[src/rtl/pooled_linked_list_manager_unit_defines.svh]
// ----------------------------------------------------------------------------
// Pooled linked list manager: assertion macros
// Shorthand for clocked, reset-qualified concurrent checks.
// ----------------------------------------------------------------------------
`ifndef POOLED_LINKED_LIST_MANAGER_UNIT_DEFINES_SVH
`define POOLED_LINKED_LIST_MANAGER_UNIT_DEFINES_SVH

// Consequent checked in the same cycle as the antecedent.
`define PLLM_ASSERT_SAME(label, clk, rst_n, ante, cons, msg) \
    label: assert property (@(posedge clk) disable iff (!(rst_n)) (ante) |-> (cons)) \
        else $error(msg);

// Consequent checked in the cycle after the antecedent.
`define PLLM_ASSERT_NEXT(label, clk, rst_n, ante, cons, msg) \
    label: assert property (@(posedge clk) disable iff (!(rst_n)) (ante) |=> (cons)) \
        else $error(msg);

`endif

[src/rtl/pllm_pkg.sv]
// ----------------------------------------------------------------------------
// Pooled linked list manager package
// Field widths, opcodes and status codes shared by the block.
// ----------------------------------------------------------------------------
`timescale 1ns / 1ps

package pllm_pkg;

    localparam int OPCODE_W     = 2;
    localparam int DATA_W       = 16;
    localparam int STATUS_W     = 2;
    localparam int SLOT_FIELD_W = 4;

    typedef enum logic [OPCODE_W-1:0] {
        OP_APPEND = 2'd0,
        OP_INSERT = 2'd1,
        OP_REMOVE = 2'd2
    } t_opcode;

    typedef enum logic [STATUS_W-1:0] {
        ST_DONE      = 2'd0,
        ST_FULL      = 2'd1,
        ST_NOT_FOUND = 2'd2,
        ST_EMPTY     = 2'd3
    } t_status;

endpackage

[src/rtl/pllm_if.sv]
// ----------------------------------------------------------------------------
// Pooled linked list manager channels
// Request and response valid/ready channels with their payloads.
// ----------------------------------------------------------------------------
`timescale 1ns / 1ps

interface pllm_req_if import pllm_pkg::*; ();
    logic                       valid;
    logic                       ready;
    logic [OPCODE_W-1:0]        opcode;
    logic signed [DATA_W-1:0]   value;
    logic signed [DATA_W-1:0]   key;

    modport source (output valid, opcode, value, key, input ready);
    modport sink   (input valid, opcode, value, key, output ready);
endinterface

interface pllm_rsp_if import pllm_pkg::*; ();
    logic                       valid;
    logic                       ready;
    logic [STATUS_W-1:0]        status;
    logic [SLOT_FIELD_W-1:0]    slot;

    modport source (output valid, status, slot, input ready);
    modport sink   (input valid, status, slot, output ready);
endinterface

[src/rtl/pooled_linked_list_manager_unit.sv]
// ----------------------------------------------------------------------------
// Pooled linked list manager (top level)
// Each accepted request walks the list as needed, updates the slot RAMs
// and then loads the response into the output register in S_RESP.
// One request at a time; ready again the cycle after the response
// is registered. Reset (sync, active low) empties the list and then
// rebuilds the free chain in a clearing pass; not ready meanwhile.
// ----------------------------------------------------------------------------
`timescale 1ns / 1ps
`include "pooled_linked_list_manager_unit_defines.svh"

module pooled_linked_list_manager_unit import pllm_pkg::*; #(
    parameter int POOL_SLOTS = 16
) (
    input  logic        i_clk,
    input  logic        i_rst_n,
    pllm_req_if.sink    i_req,
    pllm_rsp_if.source  o_rsp
);

    // Slot index width, and link width: a link also codes "null" as the
    // value POOL_SLOTS, one past the last slot.
    localparam int SW = $clog2(POOL_SLOTS);
    localparam int LW = $clog2(POOL_SLOTS + 1);
    localparam logic [LW-1:0] LINK_NULL = LW'(POOL_SLOTS);
    localparam logic [SW-1:0] LAST_SLOT = SW'(POOL_SLOTS - 1);

    // Sequencer states.
    //   S_CLEAR    rebuild free chain after reset, one slot per cycle
    //   S_IDLE     wait for a request; the head (or free head) read is issued
    //   S_WALK_CHK compare one list entry per cycle, next read issued from
    //              the link that just came back
    //   S_TAKE_WR  pop the free head: new value and link written
    //   S_LINK_WR  hook the new slot behind the tail / matched entry
    //   S_UNLINK   bypass the removed entry (or move the list head)
    //   S_FREE_WR  push the removed slot onto the free list
    //   S_RESP     hand the result to the output register
    typedef enum logic [2:0] {
        S_CLEAR,
        S_IDLE,
        S_WALK_CHK,
        S_TAKE_WR,
        S_LINK_WR,
        S_UNLINK,
        S_FREE_WR,
        S_RESP
    } t_state;

    t_state             r_state;
    logic [SW-1:0]      r_clr;       // clearing pass pointer
    logic [LW-1:0]      r_head;      // data list head
    logic [LW-1:0]      r_free;      // free list head
    t_opcode            r_op;
    logic [DATA_W-1:0]  r_val;       // value to store
    logic [DATA_W-1:0]  r_tgt;       // value searched for (key or value)
    logic [SW-1:0]      r_cur;       // entry under the walk / tail / match
    logic [LW-1:0]      r_prev;      // entry before r_cur, null at the head
    logic [LW-1:0]      r_cur_link;  // link of the matched entry
    logic [SW-1:0]      r_new;       // slot popped from the free list
    t_status            r_status;
    logic [SW-1:0]      r_slot;

    // Output register, holds until the consumer takes it.
    logic                    r_rsp_valid;
    t_status                 r_rsp_status;
    logic [SLOT_FIELD_W-1:0] r_rsp_slot;

    // RAM ports.
    logic [SW-1:0]     w_rd_addr;
    logic [DATA_W-1:0] w_val_rd;
    logic [LW-1:0]     w_link_rd;
    logic              w_val_we;
    logic              w_link_we;
    logic [SW-1:0]     w_link_waddr;
    logic [LW-1:0]     w_link_wdata;

    logic w_head_live;
    logic w_free_live;
    logic w_link_live;
    logic w_hit;
    logic w_advance;
    logic w_accept;
    logic w_rsp_free;

    assign w_head_live = (r_head < LINK_NULL);
    assign w_free_live = (r_free < LINK_NULL);
    assign w_link_live = (w_link_rd < LINK_NULL);

    // The one shared comparator: entry value against the search target.
    assign w_hit = (w_val_rd == r_tgt);

    // Keep walking: append runs to the tail, the others stop at a match.
    assign w_advance = w_link_live && ((r_op == OP_APPEND) || !w_hit);

    assign w_accept   = i_req.valid && i_req.ready;
    assign w_rsp_free = !r_rsp_valid || o_rsp.ready;

    // Read address. In idle the head is read ahead (or the free head when
    // the list is empty, which is what an insert into it needs). During the
    // walk the link just read goes straight back as the next address; once
    // the walk stops the free head is read for a possible pop.
    always_comb begin
        case (r_state)
            S_IDLE:     w_rd_addr = w_head_live ? r_head[SW-1:0] : r_free[SW-1:0];
            S_WALK_CHK: w_rd_addr = w_advance ? w_link_rd[SW-1:0] : r_free[SW-1:0];
            default:    w_rd_addr = r_free[SW-1:0];
        endcase
    end

    // Link RAM write port, shared by every link update.
    always_comb begin
        w_link_we    = 1'b0;
        w_link_waddr = r_cur;
        w_link_wdata = r_free;
        case (r_state)
            S_CLEAR: begin
                // slot i -> i+1; the last one lands on the null code
                w_link_we    = 1'b1;
                w_link_waddr = r_clr;
                w_link_wdata = LW'(r_clr) + LW'(1);
            end
            S_TAKE_WR: begin
                w_link_we    = 1'b1;
                w_link_waddr = r_free[SW-1:0];
                w_link_wdata = r_cur_link;
            end
            S_LINK_WR: begin
                w_link_we    = 1'b1;
                w_link_waddr = r_cur;
                w_link_wdata = LW'(r_new);
            end
            S_UNLINK: begin
                w_link_we    = (r_prev != LINK_NULL);
                w_link_waddr = r_prev[SW-1:0];
                w_link_wdata = r_cur_link;
            end
            S_FREE_WR: begin
                w_link_we    = 1'b1;
                w_link_waddr = r_cur;
                w_link_wdata = r_free;
            end
            default: begin
                w_link_we = 1'b0;
            end
        endcase
    end

    assign w_val_we = (r_state == S_TAKE_WR);

    pllm_ram #(
        .DEPTH (POOL_SLOTS),
        .WIDTH (DATA_W)
    ) u_value_ram (
        .i_clk   (i_clk),
        .i_we    (w_val_we),
        .i_waddr (r_free[SW-1:0]),
        .i_wdata (r_val),
        .i_raddr (w_rd_addr),
        .o_rdata (w_val_rd)
    );

    pllm_ram #(
        .DEPTH (POOL_SLOTS),
        .WIDTH (LW)
    ) u_link_ram (
        .i_clk   (i_clk),
        .i_we    (w_link_we),
        .i_waddr (w_link_waddr),
        .i_wdata (w_link_wdata),
        .i_raddr (w_rd_addr),
        .o_rdata (w_link_rd)
    );

    // Sequencer and output register.
    always_ff @(posedge i_clk) begin
        if (!i_rst_n) begin
            r_state     <= S_CLEAR;
            r_clr       <= '0;
            r_head      <= LINK_NULL;
            r_free      <= '0;
            r_rsp_valid <= 1'b0;
        end else begin
            // taken response drops unless S_RESP loads the next one
            if (r_rsp_valid && o_rsp.ready && (r_state != S_RESP)) begin
                r_rsp_valid <= 1'b0;
            end

            case (r_state)
                S_CLEAR: begin
                    r_clr <= r_clr + SW'(1);
                    if (r_clr == LAST_SLOT) begin
                        r_state <= S_IDLE;
                    end
                end

                S_IDLE: begin
                    if (w_accept) begin
                        r_op       <= t_opcode'(i_req.opcode);
                        r_val      <= i_req.value;
                        r_tgt      <= (i_req.opcode == OP_INSERT) ? i_req.key : i_req.value;
                        r_cur      <= r_head[SW-1:0];
                        r_prev     <= LINK_NULL;
                        r_cur_link <= LINK_NULL;
                        r_status   <= ST_DONE;
                        r_slot     <= '0;
                        case (i_req.opcode)
                            OP_APPEND, OP_INSERT: begin
                                if (!w_free_live) begin
                                    r_status <= ST_FULL;
                                    r_state  <= S_RESP;
                                end else if (!w_head_live) begin
                                    // empty list: new entry becomes the head
                                    r_state <= S_TAKE_WR;
                                end else begin
                                    r_state <= S_WALK_CHK;
                                end
                            end
                            OP_REMOVE: begin
                                if (!w_head_live) begin
                                    r_status <= ST_EMPTY;
                                    r_state  <= S_RESP;
                                end else begin
                                    r_state <= S_WALK_CHK;
                                end
                            end
                            default: begin
                                // unused opcode: no change, done with slot 0
                                r_state <= S_RESP;
                            end
                        endcase
                    end
                end

                S_WALK_CHK: begin
                    if (w_advance) begin
                        r_prev <= LW'(r_cur);
                        r_cur  <= w_link_rd[SW-1:0];
                    end else if (r_op == OP_APPEND) begin
                        // tail reached, its link is null
                        r_cur_link <= w_link_rd;
                        r_state    <= S_TAKE_WR;
                    end else if (w_hit) begin
                        r_cur_link <= w_link_rd;
                        r_state    <= (r_op == OP_INSERT) ? S_TAKE_WR : S_UNLINK;
                    end else begin
                        // end of list without a match
                        r_status <= ST_NOT_FOUND;
                        r_state  <= S_RESP;
                    end
                end

                S_TAKE_WR: begin
                    // link RAM output holds the free head's link here
                    r_new  <= r_free[SW-1:0];
                    r_free <= w_link_rd;
                    if (!w_head_live) begin
                        r_head  <= r_free;
                        r_slot  <= r_free[SW-1:0];
                        r_state <= S_RESP;
                    end else begin
                        r_state <= S_LINK_WR;
                    end
                end

                S_LINK_WR: begin
                    r_slot  <= r_new;
                    r_state <= S_RESP;
                end

                S_UNLINK: begin
                    if (r_prev == LINK_NULL) begin
                        r_head <= r_cur_link;
                    end
                    r_state <= S_FREE_WR;
                end

                S_FREE_WR: begin
                    r_free  <= LW'(r_cur);
                    r_slot  <= r_cur;
                    r_state <= S_RESP;
                end

                S_RESP: begin
                    if (w_rsp_free) begin
                        r_rsp_valid  <= 1'b1;
                        r_rsp_status <= r_status;
                        r_rsp_slot   <= (r_status == ST_DONE) ?
                                        SLOT_FIELD_W'(r_slot) : '0;
                        r_state      <= S_IDLE;
                    end
                end

                default: begin
                    r_state <= S_IDLE;
                end
            endcase
        end
    end

    assign i_req.ready  = (r_state == S_IDLE);
    assign o_rsp.valid  = r_rsp_valid;
    assign o_rsp.status = r_rsp_status;
    assign o_rsp.slot   = r_rsp_slot;

    // A request keeps the block busy: ready is low in the cycle after accept.
    `PLLM_ASSERT_NEXT(a_busy_after_accept, i_clk, i_rst_n, w_accept, !i_req.ready, "ready high right after accept")
    // One slot can never sit at the head of both chains.
    `PLLM_ASSERT_SAME(a_heads_distinct, i_clk, i_rst_n, w_head_live && w_free_live, r_head != r_free, "list head equals free head")
    // Failed requests report slot zero.
    `PLLM_ASSERT_SAME(a_fail_slot_zero, i_clk, i_rst_n, o_rsp.valid && (o_rsp.status != ST_DONE), o_rsp.slot == '0, "nonzero slot on failed request")

endmodule

[src/rtl/pllm_ram.sv]
// ----------------------------------------------------------------------------
// Pooled linked list manager slot RAM
// One write port, one read port with registered read data.
// ----------------------------------------------------------------------------
`timescale 1ns / 1ps

module pllm_ram #(
    parameter int DEPTH = 16,
    parameter int WIDTH = 16
) (
    input  logic                     i_clk,
    input  logic                     i_we,
    input  logic [$clog2(DEPTH)-1:0] i_waddr,
    input  logic [WIDTH-1:0]         i_wdata,
    input  logic [$clog2(DEPTH)-1:0] i_raddr,
    output logic [WIDTH-1:0]         o_rdata
);

    logic [WIDTH-1:0] r_mem [DEPTH];
    logic [WIDTH-1:0] r_rdata;

    always_ff @(posedge i_clk) begin
        if (i_we) begin
            r_mem[i_waddr] <= i_wdata;
        end
        r_rdata <= r_mem[i_raddr];
    end

    assign o_rdata = r_rdata;

endmodule

[src/flat_wrapper.sv]
// flat-port wrapper written by rule: the top's interface ports become plain ports
module pooled_linked_list_manager_unit_flat import pllm_pkg::*;
#(
    parameter int POOL_SLOTS = 16
)
  (i_clk, i_rst_n, i_req_valid, i_req_opcode, i_req_value, i_req_key, i_req_ready, o_rsp_valid, o_rsp_status, o_rsp_slot, o_rsp_ready);
  pllm_req_if i_req_i ();
  pllm_rsp_if o_rsp_i ();
  input  logic i_clk;
  input  logic i_rst_n;
  input wire logic [$bits(i_req_i.valid)-1:0] i_req_valid;
  input wire logic [$bits(i_req_i.opcode)-1:0] i_req_opcode;
  input wire logic [$bits(i_req_i.value)-1:0] i_req_value;
  input wire logic [$bits(i_req_i.key)-1:0] i_req_key;
  output wire logic [$bits(i_req_i.ready)-1:0] i_req_ready;
  output wire logic [$bits(o_rsp_i.valid)-1:0] o_rsp_valid;
  output wire logic [$bits(o_rsp_i.status)-1:0] o_rsp_status;
  output wire logic [$bits(o_rsp_i.slot)-1:0] o_rsp_slot;
  input wire logic [$bits(o_rsp_i.ready)-1:0] o_rsp_ready;
  assign i_req_i.valid = i_req_valid;
  assign i_req_i.opcode = i_req_opcode;
  assign i_req_i.value = i_req_value;
  assign i_req_i.key = i_req_key;
  assign i_req_ready = i_req_i.ready;
  assign o_rsp_valid = o_rsp_i.valid;
  assign o_rsp_status = o_rsp_i.status;
  assign o_rsp_slot = o_rsp_i.slot;
  assign o_rsp_i.ready = o_rsp_ready;
  pooled_linked_list_manager_unit #(.POOL_SLOTS(POOL_SLOTS)) u_core (.i_clk(i_clk), .i_rst_n(i_rst_n), .i_req(i_req_i), .o_rsp(o_rsp_i));
endmodule
[config.mk]
export PLATFORM = sky130hd
export DESIGN_NAME = pooled_linked_list_manager_unit_flat
export DESIGN_NICKNAME = d
export VERILOG_FILES = /design/src/rtl/pllm_pkg.sv /design/src/rtl/pllm_if.sv /design/src/rtl/pooled_linked_list_manager_unit.sv /design/src/rtl/pllm_ram.sv /design/src/flat_wrapper.sv
export VERILOG_INCLUDE_DIRS = /design/src /design/src/rtl
export SDC_FILE = /design/constraint.sdc
export NUM_CORES = 1
export LEC_CHECK = 0
export ABC_AREA = 1
export BUFFER_PORTS_ARGS = -buffer_cell sky130_fd_sc_hd__buf_2
export CAP_MARGIN = 20
export CORE_MARGIN = 3
export CORE_UTILIZATION = 35
export DETAILED_ROUTE_END_ITERATION = 10
export PLACE_DENSITY = 0.53
export SKIP_CTS_REPAIR_TIMING = 1
export SYNTH_ARGS = -nofsm -noshare
export SYNTH_HDL_FRONTEND = slang
export SYNTH_HIERARCHICAL = 1
export SYNTH_SLANG_ARGS = --single-unit
[constraint.sdc]
create_clock -name i_clk -period 9.6 [get_ports i_clk]
set_input_delay 1.92 -clock i_clk [delete_from_list [all_inputs] [get_ports i_clk]]
set_output_delay 1.92 -clock i_clk [all_outputs]
set_load 0.03 [all_outputs]
Word level (Yosys, flattened, before mapping)
Memories as Yosys holds them, arrays and structs flattened. A register that Yosys moved wholly into a read port is not among the register bits. Cells that the tools add are included.

Register bits: 82. Memories: 2. Memory bits (read-only): 0. Bits in writable memories: 336. Latch bits: 0.

Div/mod/pow operators: 0. Magnitude comparators: 3. Shifts and indexed selects: 0. Multipliers: 0. Muxes and demuxes: 52. Add/subtract/negate cells: 2. Bitwise logic cells: 0. Reduce and logical (&&, ||, !) cells: 29. Equality and inequality tests: 25.

Memories: u_core.u_value_ram.r_mem (words 16, width 16, read ports 1, clocked after Yosys merged registers in 1, wr ports 1, RTL line pllm_ram.sv:19) `logic [WIDTH-1:0] r_mem [DEPTH];`; u_core.u_link_ram.r_mem (words 16, width 5, read ports 1, clocked after Yosys merged registers in 1, wr ports 1, RTL line pllm_ram.sv:19).

Operators with widths (number): 5-bit case mux with 2 select lines (4); 5-bit 2-to-1 mux (7); 3-bit 2-to-1 mux (9); 4-bit 2-to-1 mux (6); 3-bit case mux with 7 select lines (1); 16-bit equality test (1); 16-bit 2-to-1 mux (1); 4-bit case mux with 2 select lines (2); 4-bit case mux with 4 select lines (1); 5-bit less-than comparator, second input constant (3); 5-bit case mux with 3 select lines (1); 3-bit equality test, second input constant (4); 2-bit 2-to-1 mux (6); 4-bit case mux with 3 select lines (1); 4-bit AND reduction (3); 2-bit != test, second input constant (5); 1-bit 2-to-1 mux (9); 3-bit AND reduction (3); 2-bit by 1-bit != test with 1-bit output, second input constant (4); 2-bit case mux with 2 select lines (2); 3-bit by 2-bit equality test with 1-bit output, second input constant (2); 2-bit logical NOT (3); 3-bit case mux with 2 select lines (1); 6-bit AND reduction (1); 21 further kinds (31).

Depth between registers and ports, before layout
Gate-level depths: netlist of the first run.

Depth after elaboration: 6. Gate-level depth with buffers: 21.

Hierarchy
Netlist of the first run, hierarchy kept.

Modules (own cells, without submodules): pllm_ram (u_core.u_value_ram) (area an instance 11380.9 um2, instances 1, cells an instance 1074, seq. area each 8007.7 um2); pooled_linked_list_manager_unit (area an instance 3976.3 um2, instances 1, cells an instance 448, seq. area each 2282.2 um2); pllm_ram (u_core.u_link_ram) (area an instance 3673.5 um2, instances 1, cells an instance 355, seq. area each 2502.4 um2).

Worst setup path before layout of the first run
OpenSTA, ideal clock, no wires.

Path type: in2reg. From: input port i_rst_n. To: register u_core.r_op[0], enable pin. Arrival time: 4886 ps. Buffers on the path: 2. Setup time: 467 ps. Slack: 4247 ps. Stages on the path: 4. Required time: 9133 ps. Path through: clkbuf_1 -> inv_1 -> clkbuf_1 -> nor3_1.

Cells in the longest elaborated chain, start to end: 1.

Ends and longest elaborated chain: start: declaration (RTL line flat_wrapper.sv:10) `input logic i_rst_n;`; 3-bit AND reduction (no line); end signal: assignment (RTL line pooled_linked_list_manager_unit.sv:198) `r_op <= t_opcode'(i_req.opcode);`; end: declaration (RTL line pooled_linked_list_manager_unit.sv:53) `t_opcode r_op;`.

No other way between the ends. A chain may end at the register's enable or synchronous reset.

Worst setup path after layout of the first run
From: register u_core.u_value_ram.r_rdata[7], in the netlist u_core/u_value_ram/o_rdata[7], read port of u_core.u_value_ram.r_mem. To: register u_core.u_value_ram.r_rdata[9], in the netlist u_core/u_value_ram/o_rdata[9], read port of u_core.u_value_ram.r_mem.

Cells in the longest elaborated chain, start to end: 6.

Ends and longest elaborated chain: start: declaration (RTL line pllm_ram.sv:20) `logic [WIDTH-1:0] r_rdata;`; 16-bit equality test (RTL line pooled_linked_list_manager_unit.sv:90) `assign w_hit = (w_val_rd == r_tgt);`; 1-bit logical NOT (RTL line pooled_linked_list_manager_unit.sv:93) `assign w_advance = w_link_live && ((r_op == OP_APPEND) || !w_hit);`; 1-bit logical OR (RTL line pooled_linked_list_manager_unit.sv:93); 1-bit logical AND (RTL line pooled_linked_list_manager_unit.sv:93); 4-bit 2-to-1 mux (RTL line pooled_linked_list_manager_unit.sv:105) `S_WALK_CHK: w_rd_addr = w_advance ? w_link_rd[SW-1:0] : r_free[SW-1:0];`; 4-bit case mux with 2 select lines (RTL line pooled_linked_list_manager_unit.sv:103) `case (r_state)`; via u_core.w_rd_addr[0] (RTL line pooled_linked_list_manager_unit.sv:69) `logic [SW-1:0] w_rd_addr;`.

The timed path passes the listed nets, and every way through them passes these cells.

==> metrics list, run 1 <==
- The run finished with clean final reports.
- Width of the die: around 240 um
- Sequential power share: 0.434
- The share of synthesized area in the top cell type comes to 0.631.
- Internal Pwr Total: approximately 3.8 mW
- Of the total power, combinational logic draws 0.261.
- For the final routed database, the setup TNS stands at 0 ns.
* Die height: approximately 240 um
- Hold Slack: 0.458 ns
- Post-route core utilization: 0.403
* Area overhead of the layout relative to synthesis: 12.6%
- Overall Power: between 5 and 6 mW
- The signal on the critical path passes through inv_1 -> nand2_1 -> nand2_1 -> nor2_1 -> nand2_1 -> nor2_1 -> nand3_1 -> nand2_1 -> nand2_1 -> nand2_1 -> nand2_1 -> nand3_4 -> buf_4 -> buf_4 -> nand2_1 -> nand3_1 -> nand3_1 -> nand3_1 -> nand2_1.
* Switching share of power: 0.335
- CP max FO: 92
- Total number of vias: 12500
- For this run, the top clock speed supported by timing is 234 MHz.
* Most used cells in the layout excluding fill and tap cells: 574 x sky130_fd_sc_hd__nand2_1, 400 x sky130_fd_sc_hd__edfxtp_1, 298 x sky130_fd_sc_hd__inv_1
* Share of synthesized area occupied by flip-flops and latches: 0.672
* Number of instances in the synthesized netlist: 1877
- The number of antenna violations at the first check in global routing was 0.
- The mapped netlist covers between 15000 and 20000 um^2.
- Clock transition at the register clock pins on the worst setup and hold paths after CTS: around 0.07 ns
- Port Buffers: 45
* Number of detailed-route iterations in the first pass: 5
- The total overflow left after global routing is 0.
* Mean post-synth cell area: just over 10 um^2
- Setup violations remaining at the end of the flow were counted as 0.
* Flop and latch count out of synthesis: around 440
* Endpoint class of the critical path: flop
- The clock drives 439 sinks.
- Full die area: around 57000 um^2
- The number of cells on the worst reg-to-reg path is 19.
* Number of nets produced by synthesis: roughly 1900
- GRT Overall Usage: 0.160
- After detailed routing, the total wire length is between 40000 and 50000 um.
- After detailed routing, the number of vias per cell comes to ~4.7.
- Hold worst-path end: u_core/o_rsp.status[0]
- Max-cap violations in this run came to 0.
- Required time worst endpoint: approximately 10 ns
- Type of the setup path with the least slack: reg -> reg
* Post-detailed-route DRC marker count: 0
- P_leak: slightly below 9 nW
* Reg-to-reg endpoint: u_core/u_value_ram/o_rdata[9]
- TritonCTS built the clock tree.
* Worst-case vdd ir drop: 0.000177 V
- Buffer and inverter count on the worst path: 3
- After synthesis, the cell types taking the most area are sky130_fd_sc_hd__edfxtp_1 63%, sky130_fd_sc_hd__nand2_1 11%, sky130_fd_sc_hd__nand3_1 7.1%.
* Latest clock arrival within the worst-skew pair: between 0.5 and 0.6 ns
- Counting instances, the worst hold path has a depth of 0.
* Cts bufs inserted: between 40 and 50
- Mean routed wirelength per cell: 17.5 um
- Summing all placed instances gives a cell area of roughly 20000 um^2.
* Family with the most delay on the worst path: simple AND/OR/NAND/NOR gates
- Number of H-tree levels: 2
- Critical Path Max Stage Delay: slightly above 0.9 ns
* Flop-to-flop setup slack: around 5.3 ns
- The number of different library cells used by synthesis comes to 40.
* HPWL reported at the end of detailed placement: 27100 um
* Min Tclk post-route: roughly 4.3 ns
* Core box area: 53200 um^2
- Vias in the first global route: between 10000 and 15000
- Leaving out fill and tap cells, the most frequent cell in the layout is sky130_fd_sc_hd__nand2_1.
- Share of the clock period used by the worst path after layout: 0.445
* Psw: roughly 1.9 mW
* Number of nets in the layout: roughly 2000
- Cell seen most often among critical-path stages: sky130_fd_sc_hd__nand2_1
* Wire length of the first global-routing pass: between 70000 and 80000 um
* Standard cell with the maximum stage delay on the critical path: sky130_fd_sc_hd__buf_4
* Diodes inserted: 0
- Critical Path AT: between 4 and 5 ns
* Maximum number of pins on one net before global-route repair: a little under 100
* Max-Slew Margin vs Limit: 0.277
- Max Transition Viols Final: 0
* Starting DRC count in detailed routing: ~1100
* Worst-case clock skew: around 0.017 ns
- Startpoint of the lowest-slack hold path: u_core/r_status[0]
* Worst-margin pin slew: roughly 1.1 ns
* Unrepaired setup endpoints after global routing: no
* Global placer's final weighted congestion: roughly 0.83
* Portion of total power attributed to the clock network: 0.304
- Largest area contributor in the netlist: sky130_fd_sc_hd__edfxtp_1
* Layout cells sized above 1: 0.111
* I/O pins: 46
* Starting density of the core: 0.358
- Power Density: roughly 270 nW/um^2
* Final instance area: between 20000 and 25000 um^2
- Path class of the lowest-slack min-delay path: reg -> reg
- No sink is reached through more buffers than the 3 on the longest clock path.
- Root cell of the clock tree: sky130_fd_sc_hd__clkbuf_16
- The startpoint identified for the worst register-to-register timing path is u_core/u_value_ram/o_rdata[7].
- Row generation in the floorplan step produced 84 rows.
- Synthesis warning total: 6
- Type of element launching the critical path: flop
- The number of endpoints with negative hold slack in the final report came to 0.
- Number of routed nets with antenna violations: 0
==> state kept, by name, indices dropped and copies added (netlist names) <==
register	flops
u_core/o_rsp.slot	4
u_core/o_rsp.status	2
u_core/o_rsp.valid	1
u_core/r_clr	4
u_core/r_cur	4
u_core/r_cur_link	5
u_core/r_free	5
u_core/r_head	5
u_core/r_new	4
u_core/r_op	2
u_core/r_prev	5
u_core/r_slot	4
u_core/r_state	3
u_core/r_status	2
u_core/r_tgt	16
u_core/r_val	16
u_core/u_link_ram/o_rdata	5
u_core/u_link_ram/r_mem	80
u_core/u_value_ram/o_rdata	16
u_core/u_value_ram/r_mem	256
==> final cells by class <==
| type | count | area (um^2) |
|---|---|---|
| Clock buffer | 68 | 1360 |
| Inverter | 334 | 1260 |
| Timing Repair Buffer | 71 | 420 |
| Fill cell | 5140 | 31700 |
| Tap cell | 688 | 861 |
| Clock inverter | 15 | 124 |
| Multi-Input combinational cell | 1031 | 4620 |
| Sequential cell | 439 | 12800 |
==> per-stage QoR <==
step | setup slack, ns | std cells
detailed placement | 5.32 | 2563
global route | 4.93 | 2646
floorplan | 4.25 | 1877
CTS | 5.30 | 2646
global placement | 5.41 | 2563
finish | 5.33 | 2646
==> power by group through the flow <==
stage | sequential (mW) | combinational (mW) | clock (mW)
6_report | 2.48 | 1.50 | 1.74
3_5_place_dp | 2.53 | 1.50 | 0
3_3_place_gp | 2.53 | 1.49 | 0
2_1_floorplan | 2.47 | 1.11 | 0
5_1_grt | 2.50 | 1.68 | 1.86
4_1_cts | 2.49 | 1.51 | 1.78
==> layer usage <==
| metal | global-route usage | part of all wire |
|---|---|---|
| met5 | 0 | 0 |
| met4 | 0.0412 | 0.022 |
| met3 | 0.0250 | 0.047 |
| met2 | 0.267 | 0.48 |
| met1 | 0.219 | 0.45 |
==> cell families (layout without fill, tap and decap cells) <==
logic type               Yosys count  count (layout)  synth area share
AO/OA/AOI/OAI                     56              56            0.0176
XOR/XNOR                           1               1          0.000460
adder cells (fa/ha/maj)            1               1          0.000657
buffers and inverters            407             488            0.0902
flip-flops                       439             439             0.672
multiplexers                      16              16           0.00947
AND/OR/NAND/NOR                  957             957             0.209
==> worst max path at each step <==
stage / startpoint / to / slack (ns) / cells after the start
floorplan: i_rst_n / u_core/r_op[0] / 4.25 / 4
global placement: u_core/u_value_ram/o_rdata[7] / u_core/u_value_ram/o_rdata[8] / 5.41 / 19
detailed placement: u_core/u_value_ram/o_rdata[7] / u_core/u_value_ram/o_rdata[8] / 5.32 / 19
CTS: u_core/u_value_ram/o_rdata[7] / u_core/u_value_ram/o_rdata[8] / 5.30 / 19
global route: u_core/r_tgt[6] / u_core/u_value_ram/o_rdata[9] / 4.93 / 18
finish: u_core/u_value_ram/o_rdata[7] / u_core/u_value_ram/o_rdata[9] / 5.33 / 19
==> Yosys cell counts, drive strengths merged <==
library cell,count
a211oi,2
nand3b,4
dfxtp,39
a221oi,1
nand3,270
nand2,575
o2111ai,4
nand4,3
edfxtp,400
or2,2
mux2,16
nor3,6
o211ai,4
ha,1
a32o,1
a21oi,15
and3,1
o221ai,1
a31oi,4
xor2,1
inv,333
o31ai,1
a22oi,1
buf,57
o21ai,21
clkbuf,16
o21bai,1
clkinv,1
nor2,96
Power figures use the tool's default switching activity.
==> inputs of run 2 (changes only) <==
clock period = 4.5 ns   (was 9.6 ns; I/O delays follow)
==> run 2 against run 1 <==
  * Count of clock-buffer cells in the layout grew 2
  * Sequential cell count is the same
  * Final cell count rose by 0.15%
  * Setup slack worse by 4.0 ns
  * Combinational power increased by 120%
  * Sequential share of layout area down 0.27 points
  * Design area rose by 0.45%
  * Global-route usage up 0.32 points
  * Total power grew 120%
  * Routed wire length increased by 1.3%
  * Via count increased by 1.2%
  * Critical path type unchanged
  * Largest power group unchanged
==> metrics list, run 2 (synthesized netlist as in run 1, its figures left out) <==
- The final core area utilization was 0.405 (+0.00181).
- Endpoint class of the critical path: flop
- Switching share of power: 0.335 (about the same)
- Critical Path AT: 3.59 ns (-1.08 ns)
- Starting density of the core: 0.358 (unchanged)
* Clock transition at the register clock pins on the worst setup and hold paths after CTS: 0.06 ns (about the same)
- The global-route wire length before repair was 71300 um (+1.4%).
* Max reg flops: 256 (unchanged)
* Instance count after placement with tap cells included: 2566 (+0.12%)
- The part of the total power dissipated in combinational logic is 0.265 (+0.004).
- The setup slack of the critical path after layout was 1.30 ns (-4.03 ns).
- The level count of the clock H-tree is 2 (unchanged).
* Max-Slew Margin vs Limit: 0.329 (+0.0521)
- Starting DRC count in detailed routing: 941 (-14%)
* Register with the most flip-flops: u_core/u_value_ram/r_mem
- The maximum number of pins on one net before global-route repair is 126 (+30%).
- Leftover overflow at the end of global routing: 0 (unchanged)
* Hold Slack: 0.443 ns (-0.0145 ns)
* Unrepaired setup endpoints after global routing: no
- Vias in the first global route: 12000 (+0.91%)
- Max Transition Viols Final: 0 (unchanged)
- Diodes inserted: 0 (unchanged)
- The number of endpoints failing setup at the final stage was 0 (unchanged).
- Result of the run: completed
* Number of detailed-route iterations in the first pass: 5 (unchanged)
- CP max FO: 17 (-82%)
- Layout cells sized above 1: 0.111 (+0.000284)
* Worst-case clock skew: 0.0209 ns (+0.00386 ns)
- The pre-CTS setup slack is 1.27 ns (-4.05 ns).
- The total power of the final layout was 12.3 mW (+120%).
- Count of endpoints failing hold in the final timing report: 0 (unchanged)
* Antenna violations before repair: 0 (unchanged)
- The worst hold path belongs to the class reg -> reg.
- Highest Clock Rate: 313 MHz (+34%)
* Port Buffers: 45 (unchanged)
- The final cell area excluding filler cells was 21500 um^2 (+0.45%).
- Worst-margin pin slew: 1.01 ns (-0.0782 ns)
- Internal Pwr Total: 8.19 mW (+120%)
- Core box area: 53200 um^2 (unchanged)
* Beginning of the worst register-to-register path: u_core/r_tgt[6]
- Type of element launching the critical path: flop
* Commonest non-fill, non-tap cell in the layout: sky130_fd_sc_hd__nand2_1
* Portion of total power attributed to the clock network: 0.304 (about the same)
* HPWL reported at the end of detailed placement: 27600 um (+1.5%)
* P_leak: 8.93 nW (+0.37%)
* Number of routed nets with antenna violations: 0 (unchanged)
* Min Tclk post-route: 3.20 ns (-1.07 ns)
* Required time worst endpoint: 4.89 ns (-5.11 ns)
- I/O pins: 46 (unchanged)
* Global placer's final weighted congestion: 0.839 (+1.1%)
- The worst hold path begins at u_core/r_status[0].
- The total number of clock tree sinks is 439 (unchanged).
- The die extent in x is 239 um (unchanged).
- Share of the clock period used by the worst path after layout: 0.711 (+0.266)
- Detail-routed via count per cell: 4.76 (+1.1%)
- The final cell count without fillers is 2650 (+0.15%).
* Most used cells in the layout excluding fill and tap cells: 574 x sky130_fd_sc_hd__nand2_1, 400 x sky130_fd_sc_hd__edfxtp_1, 298 x sky130_fd_sc_hd__inv_1
* Total number of vias: 12600 (+1.2%)
- The total negative setup slack came to 0 ns (unchanged).
- The source-to-sink clock delay at the later pin of the worst-skew pair is 0.55 ns (about the same).
- The DRC violation count after routing came to 0 (unchanged).
* Type of the setup path with the least slack: reg -> reg
- Count of maximum capacitance violations: 0 (unchanged)
* Number of nets in the layout: 1964 (+0.15%)
* Fill cell count: 5231 (+1.8%)
- Sequential power share: 0.431 (-0.003)
- The wire length reported by the detailed router is 47000 um (+1.3%).
- The number of buffers created by CTS is 45 (unchanged).
- The overall die area was 57200 um^2 (unchanged).
- The standard cell area after detailed placement came to 20000 um^2 (+0.41%).
* GRT Overall Usage: 0.163 (+0.00318)
- Mean routed wirelength per cell: 17.7 um (+1.2%)
- Area overhead of the layout relative to synthesis: 13.1%
- CTS tree: built
* Top Registers: u_core/u_value_ram/r_mem: 256 flops, u_core/u_link_ram/r_mem: 80 flops
- Power Density: 572 nW/um^2 (+110%)
* Count of standard-cell rows: 84 (unchanged)
- Psw: 4.13 mW (+120%)
- The root buffer cell chosen for the clock tree is sky130_fd_sc_hd__clkbuf_16.
* Die height: 239 um (unchanged)
- Maximum buffer depth of the clock tree: 3 (unchanged)
- The highest ir drop seen on vdd came to 0.000315 V (+78%).
- Start point of the critical path: u_core/r_tgt[6]
[run 2: layout make-up]
cell class / instances / area [um^2] / share of cell area
clock inverter: 14 / 141 / 0.00657
tap: 688 / 861 / 0.0400
timing repair buffer: 74 / 493 / 0.0229
clock buffer: 70 / 1350 / 0.0628
inverter: 334 / 1260 / 0.0586
multi-input combinational: 1031 / 4630 / 0.215
sequential: 439 / 12800 / 0.594
[run 2: layer usage]
layer / global-route usage / vias up / wire [um]
met5: 0 / - / 0
met4: 0.0495 / 0 / 1270
met3: 0.0241 / 82 / 2350
met2: 0.270 / 326 / 22100
met1: 0.223 / 6013 / 21300
li1: - / 6186 / -
[run 2: path summary, 6_finish.rpt]
check | cells after the start | slack, ns | endpoint
setup / recovery | 16 | 1.30 | u_core/u_value_ram/o_rdata[9]
hold / removal | 0 | 0.44 | u_core/o_rsp.status[0]
setup reg to reg | 16 | 1.30 | u_core/u_value_ram/o_rdata[9]
hold reg to reg | 0 | 0.44 | u_core/o_rsp.status[0]
[run 2: critical path, cell delays in order (launching register included)]
cell and delay, ns:
sky130_fd_sc_hd__edfxtp_1 0.43, sky130_fd_sc_hd__nor2_1 0.12, sky130_fd_sc_hd__nor2_1 0.05, sky130_fd_sc_hd__nor2_1 0.24
sky130_fd_sc_hd__nand2_1 0.09, sky130_fd_sc_hd__nor2_1 0.19, sky130_fd_sc_hd__nand3_1 0.13, sky130_fd_sc_hd__nand2_1 0.14
sky130_fd_sc_hd__nand2_1 0.06, sky130_fd_sc_hd__nand2_1 0.16, sky130_fd_sc_hd__nand2_1 0.07, sky130_fd_sc_hd__nand3_1 0.32
sky130_fd_sc_hd__buf_4 0.43, sky130_fd_sc_hd__inv_1 0.07, sky130_fd_sc_hd__buf_4 0.24, sky130_fd_sc_hd__nand3_1 0.12
sky130_fd_sc_hd__nand2_1 0.15
[run 2: power by group through the flow]
| stage | Combinational (mW) | Sequential [mW] | Clock, mW |
|---|---|---|---|
| floorplan | 2.36 | 5.27 | 0 |
| global placement | 3.26 | 5.40 | 0 |
| detailed placement | 3.28 | 5.40 | 0 |
| CTS | 3.30 | 5.32 | 3.85 |
| global route | 3.65 | 5.35 | 4.02 |
| finish | 3.27 | 5.31 | 3.75 |
==> inputs of run 3 (changes only) <==
clock period = 3.2 ns   (was 4.5 ns; I/O delays follow)
==> run 3 against run 2 <==
  * Register-to-register slack worse by 1.0 ns
  * Via count is 0.49% higher
  * Largest cell class unchanged
  * Highest routed layer unchanged
  * Clock power is 32% higher
  * Routed wire length is 0.37% lower
  * Total power is 40% higher
  * Design area is 1.0% higher
  * Sequential cell count stayed put
==> metrics list, run 3 (synthesized netlist as in run 1, its figures left out) <==
- The remaining max-slew budget at the tightest pin came to 0.452 (+0.123).
* Width of the die: 239 um (unchanged)
- Vias in the first global route: 12300 (+1.9%)
- P_leak: 9.07 nW (+1.6%)
- The number of buffers created by CTS is 44 (-2.2%).
- Maximum number of pins on one net before global-route repair: 48 (-62%)
- Max reg flops: 256 (unchanged)
* Stages on the worst setup path: 20 (+4)
- Commonest non-fill, non-tap cell in the layout: sky130_fd_sc_hd__nand2_1
- The register with the most flip-flops in the final layout is u_core/u_value_ram/r_mem.
* Worst-case vdd ir drop: 0.000581 V (+85%)
- R2R depth: 20 (+4)
* Die height: 239 um (unchanged)
- Root cell of the clock tree: sky130_fd_sc_hd__clkbuf_16
* I/O pins: 46 (unchanged)
- The biggest cell delay along the critical path was 0.42 ns (about the same).
- The total of buffers placed on input and output ports came to 45 (unchanged).
- Share of the clock period used by the worst path after layout: 0.907 (+0.196)
- Hold Slack: 0.281 ns (-0.162 ns)
- Highest Clock Rate: 345 MHz (+10%)
* Post-detailed-route DRC marker count: 0 (unchanged)
- Endpoint class of the critical path: flop
- Family with the most delay on the worst path: simple AND/OR/NAND/NOR gates
* Mean routed wirelength per cell: 17.5 um (-1.3%)
- Latest clock arrival within the worst-skew pair: 0.55 ns (about the same)
- Count of maximum capacitance violations: 0 (unchanged)
- Wire length of the first global-routing pass: 72100 um (+1.2%)
* Required time worst endpoint: 3.69 ns (-1.20 ns)
* Max Transition Viols Final: 0 (unchanged)
- The number of endpoints with negative hold slack in the final report came to 0 (unchanged).
- The post-detailed-placement half-perimeter wirelength came to 28800 um (+4.5%).
* Core box area: 53200 um^2 (unchanged)
- The number of diodes was 0 (unchanged).
- Minimum setup slack after placement: 0.192 ns (-1.08 ns)
- The cell count of the worst hold path came to 1 (+1).
- The worst setup path is launched from a flop.
- Total negative setup slack: 0 ns (unchanged)
- Worst-margin pin slew: 0.817 ns (-0.189 ns)
- Number of H-tree levels: 2 (unchanged)
- The signal on the critical path passes through inv_1 -> nand2_1 -> nand2_1 -> nor2_2 -> nand2_1 -> nor2_1 -> buf_4 -> nand3_1 -> nand2_1 -> nand2_1 -> nand2_1 -> nand2_1 -> nand3_4 -> buf_4 -> inv_6 -> nand2_1 -> nand3_1 -> nand3_1 -> nand3_1 -> nand2_1.
- The final-layout fill cell count came to 5108 (-2.4%).
- Unrepaired setup endpoints after global routing: no
- The clock-pin slew reported for the worst setup and hold paths after clock tree synthesis came to 0.06 ns (about the same).
- TritonCTS built the clock tree.
- The area of the multi-input gates was 4610 um^2 (-0.54%).
- The ratio of routed vias to standard cells was 4.73 (-0.48%).
- Min Tclk post-route: 2.90 ns (-0.296 ns)
- Path class of the lowest-slack min-delay path: in -> reg
* Final setup violating endpoints: 0 (unchanged)
- The endpoint arrival time on the critical path was 3.39 ns (-0.20 ns).
* Number of detailed-route iterations in the first pass: 5 (unchanged)
* Area overhead of the layout relative to synthesis: 14.3%
* Global placer's final weighted congestion: 0.870 (+3.7%)
* CP max FO: 40 (+23)
- Count of standard-cell rows: 84 (unchanged)
* Worst-case clock skew: 0.0167 ns (-0.00418 ns)
- The number of nets with antenna violations after detailed routing is 0 (unchanged).
- Top Registers: u_core/u_value_ram/r_mem: 256 flops, u_core/u_link_ram/r_mem: 80 flops
- Type of the setup path with the least slack: reg -> reg
- The fraction of final layout cells with drive strength greater than 1 came to 0.123 (+0.0121).
- Leftover overflow at the end of global routing: 0 (unchanged)
* Cell seen most often among critical-path stages: sky130_fd_sc_hd__nand2_1
- The final-stage net count came to 1993 (+1.5%).
* Power Density: 794 nW/um^2 (+39%)
* Result of the run: completed
* Overall Power: 17.3 mW (+40%)
- The sequential cell area in the final layout came to 12800 um^2 (unchanged).
- The maximum number of buffers from clock root to sink is 3 (unchanged).
- Total number of vias: 12700 (+0.49%)
- The wire length reported by the detailed router was 46800 um (-0.37%).
- The setup slack of the critical path after layout came to 0.298 ns (-1.00 ns).
- Starting DRC count in detailed routing: 1053 (+12%)
- The starting utilization of the core area came to 0.358 (unchanged).
- Standard cell with the maximum stage delay on the critical path: sky130_fd_sc_hd__dfxtp_1
- In the layout the commonest cells are 574 x sky130_fd_sc_hd__nand2_1, 400 x sky130_fd_sc_hd__edfxtp_1, 298 x sky130_fd_sc_hd__inv_1.
- The overall global routing resource usage came to 0.164 (+0.000653).
* Antenna violations before repair: 0 (unchanged)
* Buffer and inverter count on the worst path: 4 (+1)
- Clock sinks: 439 (unchanged)
- Full die area: 57200 um^2 (unchanged)
==> run 3: layer usage <==
| metal | vias up | global-route usage | routed length, um |
|---|---|---|---|
| met5 | - | 0 | 0 |
| li1 | 6238 | - | - |
| met2 | 263 | 0.270 | 22300 |
| met3 | 66 | 0.0221 | 2080 |
| met4 | 0 | 0.0399 | 967 |
| met1 | 6102 | 0.231 | 21500 |
==> run 3: cell type report <==
cell class | instances | share of cell area
timing repair buffer | 104 | 0.0393
tap | 688 | 0.0396
inverter | 334 | 0.0580
sequential | 439 | 0.588
clock buffer | 59 | 0.0565
multi-input combinational | 1031 | 0.212
clock inverter | 21 | 0.00702
==> run 3: final timing paths <==
| kind | slack (ns) | endpoint | startpoint |
|---|---|---|---|
| max | 0.30 | u_core/u_link_ram/o_rdata[3] | u_core/u_value_ram/o_rdata[7] |
| min | 0.28 | u_core/r_val[13] | i_req_value[13] |
| max reg2reg | 0.30 | u_core/u_link_ram/o_rdata[3] | u_core/u_value_ram/o_rdata[7] |
| min reg2reg | 0.44 | u_core/o_rsp.status[0] | u_core/r_status[0] |
==> run 3: per-stage QoR <==
stage,std cells,instance area (um^2),utilization
final,2676,21800,0.409
after global routing,2676,21800,0.409
after CTS,2676,21800,0.409
after detailed placement,2596,20400,0.383
after global placement,2596,20400,0.383
after floorplan,1877,19000,-
==> run 3: where the power goes <==
group / switching [mW] / internal (mW)
sequential: 0.383 / 7.08
clock: 2.11 / 2.85
combinational: 3.31 / 1.54
total: 5.80 / 11.5
